<file path="src/sv/h74bc_pkg.sv">
`timescale 1ns / 1ps
// ----------------------------------------------------------------------------
// h74bc_pkg
// Shared widths, mode codes and Hamming(7,4) encode/decode functions.
// ----------------------------------------------------------------------------
package h74bc_pkg;

    localparam int BYTE_W = 8;
    localparam int NIB_W  = 4;
    localparam int CW_W   = 7;
    localparam int SYN_W  = 3;

    // Mode register codes
    localparam logic MODE_ENCODE = 1'b0;
    localparam logic MODE_DECODE = 1'b1;

    // Parity coverage over positions 1..7 (position p at bit p-1)
    localparam logic [CW_W-1:0] MASK_P1 = 7'h55;
    localparam logic [CW_W-1:0] MASK_P2 = 7'h66;
    localparam logic [CW_W-1:0] MASK_P4 = 7'h78;

    // One result item headed for the output register
    typedef struct packed {
        logic              load;
        logic [BYTE_W-1:0] value;
        logic              last;
    } res_t;

    function automatic logic [CW_W-1:0] encode_nibble(input logic [NIB_W-1:0] d);
        logic [CW_W-1:0] cw;
        cw    = '0;
        cw[2] = d[0];
        cw[4] = d[1];
        cw[5] = d[2];
        cw[6] = d[3];
        cw[0] = ^(cw & MASK_P1);
        cw[1] = ^(cw & MASK_P2);
        cw[3] = ^(cw & MASK_P4);
        return cw;
    endfunction

    function automatic logic [NIB_W-1:0] decode_codeword(input logic [CW_W-1:0] cw_in);
        logic [CW_W-1:0]  cw;
        logic [SYN_W-1:0] syn;
        cw  = cw_in;
        syn = {^(cw & MASK_P4), ^(cw & MASK_P2), ^(cw & MASK_P1)};
        // flip the position named by a nonzero syndrome
        if (syn != '0)
        begin
            cw = cw ^ (CW_W'(1) << (syn - SYN_W'(1)));
        end
        return {cw[6], cw[5], cw[4], cw[2]};
    endfunction

endpackage

</file>
<file path="src/sv/h74bc_in_if.sv">
`timescale 1ns / 1ps
// ----------------------------------------------------------------------------
// h74bc_in_if
// Input request channel: data byte or codeword plus end-of-stream mark.
// ----------------------------------------------------------------------------
interface h74bc_in_if
    import h74bc_pkg::*;
();
    logic              valid;
    logic              ready;
    logic [BYTE_W-1:0] in_byte;
    logic              stream_last;

    modport source (output valid, output in_byte, output stream_last, input ready);
    modport sink   (input valid, input in_byte, input stream_last, output ready);
endinterface

</file>
<file path="src/sv/h74bc_out_if.sv">
`timescale 1ns / 1ps
// ----------------------------------------------------------------------------
// h74bc_out_if
// Result request channel: codeword or decoded byte plus last-of-run mark.
// ----------------------------------------------------------------------------
interface h74bc_out_if
    import h74bc_pkg::*;
();
    logic              valid;
    logic              ready;
    logic [BYTE_W-1:0] out_value;
    logic              run_last;

    modport source (output valid, output out_value, output run_last, input ready);
    modport sink   (input valid, input out_value, input run_last, output ready);
endinterface

</file>
<file path="src/sv/hamming74_byte_codec.sv">
`timescale 1ns / 1ps
// ----------------------------------------------------------------------------
// hamming74_byte_codec
// Hamming(7,4) byte codec; mode register selects encode or decode.
// ----------------------------------------------------------------------------
// A request is registered on acceptance, and the next one can be taken as it
// completes. Encode sends two codewords per byte via the one output register;
// decode gives one byte per codeword pair, or per lone final codeword.
// Reset clears mode to encode, the pending half-pair and all valid flags.
// ----------------------------------------------------------------------------
module hamming74_byte_codec
    import h74bc_pkg::*;
(
    input  logic        clk,
    input  logic        rst_n,
    input  logic        cfg_we,
    input  logic        cfg_wdata,
    h74bc_in_if.sink    in_ch,
    h74bc_out_if.source out_ch
);

    logic              mode_reg;
    logic [NIB_W-1:0]  held_reg;
    logic [NIB_W-1:0]  held_next;
    logic              have_half_reg;
    logic              have_half_next;

    logic              in_valid_reg;
    logic              in_valid_next;
    logic [BYTE_W-1:0] byte_reg;
    logic              last_reg;
    logic              phase_reg;
    logic              phase_next;

    logic [NIB_W-1:0]  nib_dec;
    logic [NIB_W-1:0]  nib_enc;
    logic              has_res;
    logic              is_final;
    logic              step_go;
    logic              in_done;
    logic              in_take;
    logic              can_load;
    res_t              res;

    assign nib_dec = decode_codeword(byte_reg[CW_W-1:0]);
    assign nib_enc = phase_reg ? byte_reg[BYTE_W-1:NIB_W] : byte_reg[NIB_W-1:0];

    always_comb
    begin
        has_res   = 1'b0;
        is_final  = 1'b1;
        res.value = '0;
        res.last  = 1'b1;
        case (mode_reg)
            MODE_ENCODE:
            begin
                has_res   = 1'b1;
                is_final  = phase_reg;
                res.value = {1'b0, encode_nibble(nib_enc)};
                res.last  = phase_reg;
            end
            MODE_DECODE:
            begin
                if (have_half_reg)
                begin
                    has_res   = 1'b1;
                    res.value = {nib_dec, held_reg};
                end
                else if (last_reg)
                begin
                    has_res   = 1'b1;
                    res.value = {{(BYTE_W-NIB_W){1'b0}}, nib_dec};
                end
            end
            default:
            begin
                has_res = 1'b0;
            end
        endcase
        res.load = in_valid_reg && has_res;
    end

    // advance when the result fits, or at once when there is none
    assign step_go = in_valid_reg && (!has_res || can_load);
    assign in_done = step_go && is_final;

    assign in_ch.ready = !in_valid_reg || in_done;
    assign in_take     = in_ch.valid && in_ch.ready;

    always_comb
    begin
        in_valid_next = in_valid_reg;
        if (in_take)
        begin
            in_valid_next = 1'b1;
        end
        else if (in_done)
        begin
            in_valid_next = 1'b0;
        end

        phase_next = phase_reg;
        if (in_done)
        begin
            phase_next = 1'b0;
        end
        else if (step_go)
        begin
            phase_next = 1'b1;
        end

        held_next      = held_reg;
        have_half_next = have_half_reg;
        if (cfg_we)
        begin
            // drop any pending codeword on a mode write
            held_next      = '0;
            have_half_next = 1'b0;
        end
        else if (step_go && (mode_reg == MODE_DECODE))
        begin
            if (have_half_reg)
            begin
                held_next      = '0;
                have_half_next = 1'b0;
            end
            else if (!last_reg)
            begin
                held_next      = nib_dec;
                have_half_next = 1'b1;
            end
        end
    end

    always_ff @(posedge clk or negedge rst_n)
    begin
        if (!rst_n)
        begin
            mode_reg      <= MODE_ENCODE;
            held_reg      <= '0;
            have_half_reg <= 1'b0;
            in_valid_reg  <= 1'b0;
            phase_reg     <= 1'b0;
        end
        else
        begin
            if (cfg_we)
            begin
                mode_reg <= cfg_wdata;
            end
            held_reg      <= held_next;
            have_half_reg <= have_half_next;
            in_valid_reg  <= in_valid_next;
            phase_reg     <= phase_next;
        end
    end

    always_ff @(posedge clk)
    begin
        if (in_take)
        begin
            byte_reg <= in_ch.in_byte;
            last_reg <= in_ch.stream_last;
        end
    end

    h74bc_result_reg u_result_reg (
        .clk      (clk),
        .rst_n    (rst_n),
        .res      (res),
        .can_load (can_load),
        .out_ch   (out_ch)
    );

endmodule

</file>
<file path="src/sv/h74bc_result_reg.sv">
`timescale 1ns / 1ps
// ----------------------------------------------------------------------------
// h74bc_result_reg
// Output register: holds one result until the downstream side takes it.
// ----------------------------------------------------------------------------
module h74bc_result_reg
    import h74bc_pkg::*;
(
    input  logic         clk,
    input  logic         rst_n,
    input  res_t         res,
    output logic         can_load,
    h74bc_out_if.source  out_ch
);

    logic              valid_reg;
    logic              valid_next;
    logic [BYTE_W-1:0] value_reg;
    logic              last_reg;

    assign can_load = !valid_reg || out_ch.ready;

    always_comb
    begin
        valid_next = valid_reg;
        if (res.load && can_load)
        begin
            valid_next = 1'b1;
        end
        else if (out_ch.ready)
        begin
            valid_next = 1'b0;
        end
    end

    always_ff @(posedge clk or negedge rst_n)
    begin
        if (!rst_n)
        begin
            valid_reg <= 1'b0;
        end
        else
        begin
            valid_reg <= valid_next;
        end
    end

    always_ff @(posedge clk)
    begin
        if (res.load && can_load)
        begin
            value_reg <= res.value;
            last_reg  <= res.last;
        end
    end

    assign out_ch.valid     = valid_reg;
    assign out_ch.out_value = value_reg;
    assign out_ch.run_last  = last_reg;

endmodule

</file>
<file path="src/flat_wrapper.sv">
// flat-port wrapper written by rule: the top's interface ports become plain ports
module hamming74_byte_codec_flat import h74bc_pkg::*;
  (clk, rst_n, cfg_we, cfg_wdata, in_ch_valid, in_ch_in_byte, in_ch_stream_last, in_ch_ready, out_ch_valid, out_ch_out_value, out_ch_run_last, out_ch_ready);
  h74bc_in_if in_ch_i ();
  h74bc_out_if out_ch_i ();
  input  logic clk;
  input  logic rst_n;
  input  logic cfg_we;
  input  logic cfg_wdata;
  input wire logic [$bits(in_ch_i.valid)-1:0] in_ch_valid;
  input wire logic [$bits(in_ch_i.in_byte)-1:0] in_ch_in_byte;
  input wire logic [$bits(in_ch_i.stream_last)-1:0] in_ch_stream_last;
  output wire logic [$bits(in_ch_i.ready)-1:0] in_ch_ready;
  output wire logic [$bits(out_ch_i.valid)-1:0] out_ch_valid;
  output wire logic [$bits(out_ch_i.out_value)-1:0] out_ch_out_value;
  output wire logic [$bits(out_ch_i.run_last)-1:0] out_ch_run_last;
  input wire logic [$bits(out_ch_i.ready)-1:0] out_ch_ready;
  assign in_ch_i.valid = in_ch_valid;
  assign in_ch_i.in_byte = in_ch_in_byte;
  assign in_ch_i.stream_last = in_ch_stream_last;
  assign in_ch_ready = in_ch_i.ready;
  assign out_ch_valid = out_ch_i.valid;
  assign out_ch_out_value = out_ch_i.out_value;
  assign out_ch_run_last = out_ch_i.run_last;
  assign out_ch_i.ready = out_ch_ready;
  hamming74_byte_codec u_core (.clk(clk), .rst_n(rst_n), .cfg_we(cfg_we), .cfg_wdata(cfg_wdata), .in_ch(in_ch_i), .out_ch(out_ch_i));
endmodule
</file>
<file path="config.mk">
export PLATFORM = sky130hd
export DESIGN_NAME = hamming74_byte_codec_flat
export DESIGN_NICKNAME = d
export VERILOG_FILES = /design/src/sv/h74bc_pkg.sv /design/src/sv/h74bc_in_if.sv /design/src/sv/h74bc_out_if.sv /design/src/sv/hamming74_byte_codec.sv /design/src/sv/h74bc_result_reg.sv /design/src/flat_wrapper.sv
export SDC_FILE = /design/constraint.sdc
export NUM_CORES = 1
export LEC_CHECK = 0
export BUFFER_PORTS_ARGS = -buffer_cell sky130_fd_sc_hd__buf_4
export CAP_MARGIN = 25
export CORE_ASPECT_RATIO = 1.75
export CORE_MARGIN = 2
export CORE_UTILIZATION = 50
export CTS_CLUSTER_SIZE = 24
export DETAILED_ROUTE_END_ITERATION = 7
export GPL_ROUTABILITY_DRIVEN = 0
export PLACE_DENSITY = 0.83
export SYNTH_ARGS = -nofsm -noshare
export SYNTH_HDL_FRONTEND = slang
export SYNTH_SLANG_ARGS = --single-unit
export TNS_END_PERCENT = 50
</file>
<file path="constraint.sdc">
create_clock -name clk -period 4.37 [get_ports clk]
set_clock_uncertainty 0.2 [all_clocks]
set_input_delay 0.874 -clock clk [delete_from_list [all_inputs] [get_ports clk]]
set_output_delay 0.874 -clock clk [all_outputs]
set_load 0.01 [all_outputs]
</file>
==> flow_summary_export.csv <==
group,metric,value,unit
run_status,status,"complete, no violations",
drt,drt-pass1-iter-count,4,
timing,fin_setup_tns,0,ns
power,leakage,0.7311,nW
floorplanning,core,3108,sq um
global_routing,grt-ovfl-total,0,
cts,path_clk_slew,0.08,ns
floorplanning,initial_core_util,51.33,%
global_routing,grt_pass1_vias,1193,
cts,cts_inserted_buffers,3,
cts,cts_hold_buf,0,
synthesis,ys_ff_latch,27,
critical_path,slowest_stage,"edfxtp_1",
floorplanning,die_w,46.70,microns
synthesis,netlist_area,1595,sq um
drt,num_vias,1182,
synthesis,yosys_warnings,0,
cts,clockBufferDepth,2,
timing,worst_slew_pin_slew,0.7291,ns
power,ir_drop,0.2951,mV
flow_run,maxCapViolCount,0,
drt,routed_via_density,5.683,
floorplanning,die_area,3676,sq um
critical_path,crit_buf_inv,0,
timing,hold_viol,0,
timing,rsz0062_at_grt,"false",
cells_and_area,drive_above_1_share,27.88,%
min_path,hold_class,"input pin to async pin",
cts,clockRootBuffer,"clkbuf_8",
power,power_frac_clock,16.1,%
timing,finalCritPeriodShare,71.99,%
cts,clk_latency,0.27,ns
critical_path,r2r_slack,1.22,ns
global_routing,grt_max_degree,23,
drt,drcViolationCount,0,
place,dp_hpwl,2.616,mm
critical_path,worst_setup_path_start_kind,"flip-flop",
timing,max_slew_margin,51.22,%
critical_path,crit_type,"flip-flop to flip-flop",
timing,fin_crit,3.146,ns
synthesis,synth_top_area_share,33.88,%
power,power_density,469.3,nW/um^2
critical_path,cp_top_family,"compound AO/OA/AOI/OAI gates",
drt,antenna_left,0,
critical_path,critPathArrivalTime,2.98,ns
cts,cts_sinks,27,
timing,setup_viol,0,
synthesis,synth_edf_count,18,
timing,hold_ws,0.2092,ns
drt,wire_per_inst,15.97,microns
timing,fmax,0.3179,GHz
place,io_buffers,25,
power,power,0.8573,mW
synthesis,synth_flop_cell,"edfxtp_1",
drt,drt-total-wl,3.322,mm
cells_and_area,num_antenna_cells,0,
critical_path,worst-path-max-fanout,9,
cts,h-tree-depth,1,
critical_path,required,4.20,ns
power,p_sw_share,35.65,%
global_routing,grt_antenna_before_repair,0,
power,p_int,0.5517,mW
cts,cts_tree,"yes",
cells_and_area,final_util,58.78,%
drt,drt_iter0_markers,26,
floorplanning,die_h,78.72,microns
power,pwr-share-seq,45.5,%
cts,cts_resized,0,
critical_path,cp_slowest_stage_delay,0.56,ns
synthesis,synth.distinct_cells,44,
floorplanning,io_pins,26,
cells_and_area,syn_to_final_growth,14.51,%
synthesis,synth_top_cell_by_area,"edfxtp_1",
cells_and_area,fillCellCount,277,
power,p_sw,0.3056,mW
synthesis,ys_top_cells_by_area,"edfxtp_1, dfrtp_1, xnor2_1",
cts,post_cts_buffers,0,
power,p_comb_share,38.4,%
critical_path,endpoint_kind,"flip-flop",
synthesis,syn_area_per_cell,11.00,sq um
synthesis,synthArstFlopShare,33.33,%
synthesis,syn_nets,161,
floorplanning,rows,27,
cells_and_area,nets,182,
synthesis,ys_seq_area_share,48.00,%
synthesis,synth_cells,145,
global_routing,grt_pass1_wl,5.271,mm
global_routing,grt_util_all_layers,19.87,%
critical_path,path_cells,"xor2_2, or2_4, o22ai_1, ha_1, or2_2, a21oi_1, o21ai_0, a22o_2, a31o_2",
timing,slew_viol_final,0,
## power groups by stage
stage               registers (mW)  clock network (mW)  logic, mW
floorplan                    0.368                   0      0.255
global route                 0.397               0.149      0.362
CTS                          0.389               0.139      0.329
detailed placement           0.395                   0      0.326
global placement             0.391                   0      0.312
finish                       0.390               0.138      0.329
## final timing paths
path / start / to / depth (start not counted)
max reg2reg: u_core.byte_reg[6]$_DFFE_PP_ / u_core.u_result_reg.out_ch.out_value[5]$_DFFE_PP_ / 9
max in group asynchronous: rst_n / u_core.phase_reg$_DFFE_PN0P_ / 1
min in group clk: u_core.held_reg[2]$_DFFE_PN0P_ / u_core.held_reg[2]$_DFFE_PN0P_ / 1
min reg2reg: u_core.held_reg[2]$_DFFE_PN0P_ / u_core.held_reg[2]$_DFFE_PN0P_ / 1
min: rst_n / u_core.have_half_reg$_DFFE_PN0P_ / 1
max: u_core.byte_reg[6]$_DFFE_PP_ / u_core.u_result_reg.out_ch.out_value[5]$_DFFE_PP_ / 9
## placed cells by master (no fill, tap or decap), types with 3 or more instances in the layout
cell      count
xnor2_1      10
clkbuf_8      3
xor2_2        3
nor2b_1       4
nor2_1       11
nor3_1        3
o21ai_0       7
edfxtp_1     18
dfrtp_1       9
buf_4        25
a31o_2        3
a21oi_1       7
a22o_1        3
nand2_1      13
mux2_2        3
nand3_1       3
mux2i_1       7
nand2b_1      3
## routing by layer
| layer | track usage, % | vias to the layer above | wire (microns) |
|---|---|---|---|
| met5 | 0 | - | 0 |
| met4 | 9.722 | 0 | 133 |
| met3 | 2.045 | 10 | 116 |
| met2 | 37.08 | 48 | 1902 |
| met1 | 20.18 | 558 | 1170 |
| li1 | - | 566 | - |
## worst register-to-register path, delay by kind of cell (launching register included)
family,cells,cell delay (ns)
adders and majority gates,1,0.27
and+or+nand+nor,2,0.66
AOI/OAI and AO/OA,5,0.93
xor gates and xnor gates,1,0.28
DFF,1,0.56
## logic make-up (layout without fill, tap and decap cells)
logic type      count (synthesis)  after routing  synth area share (%)
xor+xnor                       14             14                 9.098
compound gates                 37             37                 17.80
fa+ha+maj                       1              1                0.7842
flops                          27             27                 48.00
mux                            10             10                 6.510
simple gates                   46             46                 14.12
buf+inv                        10             30                 3.686
## stage by stage
stage	instances	instance area, sq um	setup slack (ns)
after global routing	208	1827	1.008
final	208	1827	1.224
after floorplan	145	1595	1.476
after global placement	204	1782	1.329
after detailed placement	204	1782	1.240
after CTS	208	1827	1.229
## cell type report
class	count	area, sq um	share of cell area, %
Clock buffer	4	45.04	2.466
Inverter	1	3.754	0.2055
Multi-Input combinational cell	108	770.7	42.19
Sequential cell	27	765.7	41.92
Tap cell	43	53.80	2.945
Timing Repair Buffer	25	187.7	10.27
## synth_stat cells, drive strengths merged (3+ instances only)
cell type  count
edfxtp        18
nand2         13
nor2          11
xnor2         10
dfrtp          9
o21ai          9
a21oi          7
mux2i          7
buf            6
a22o           5
nor2b          4
xor2           4
a31o           3
clkbuf         3
mux2           3
nand2b         3
nand3          3
nor3           3
or2            3
Power figures use the tool's default switching activity.
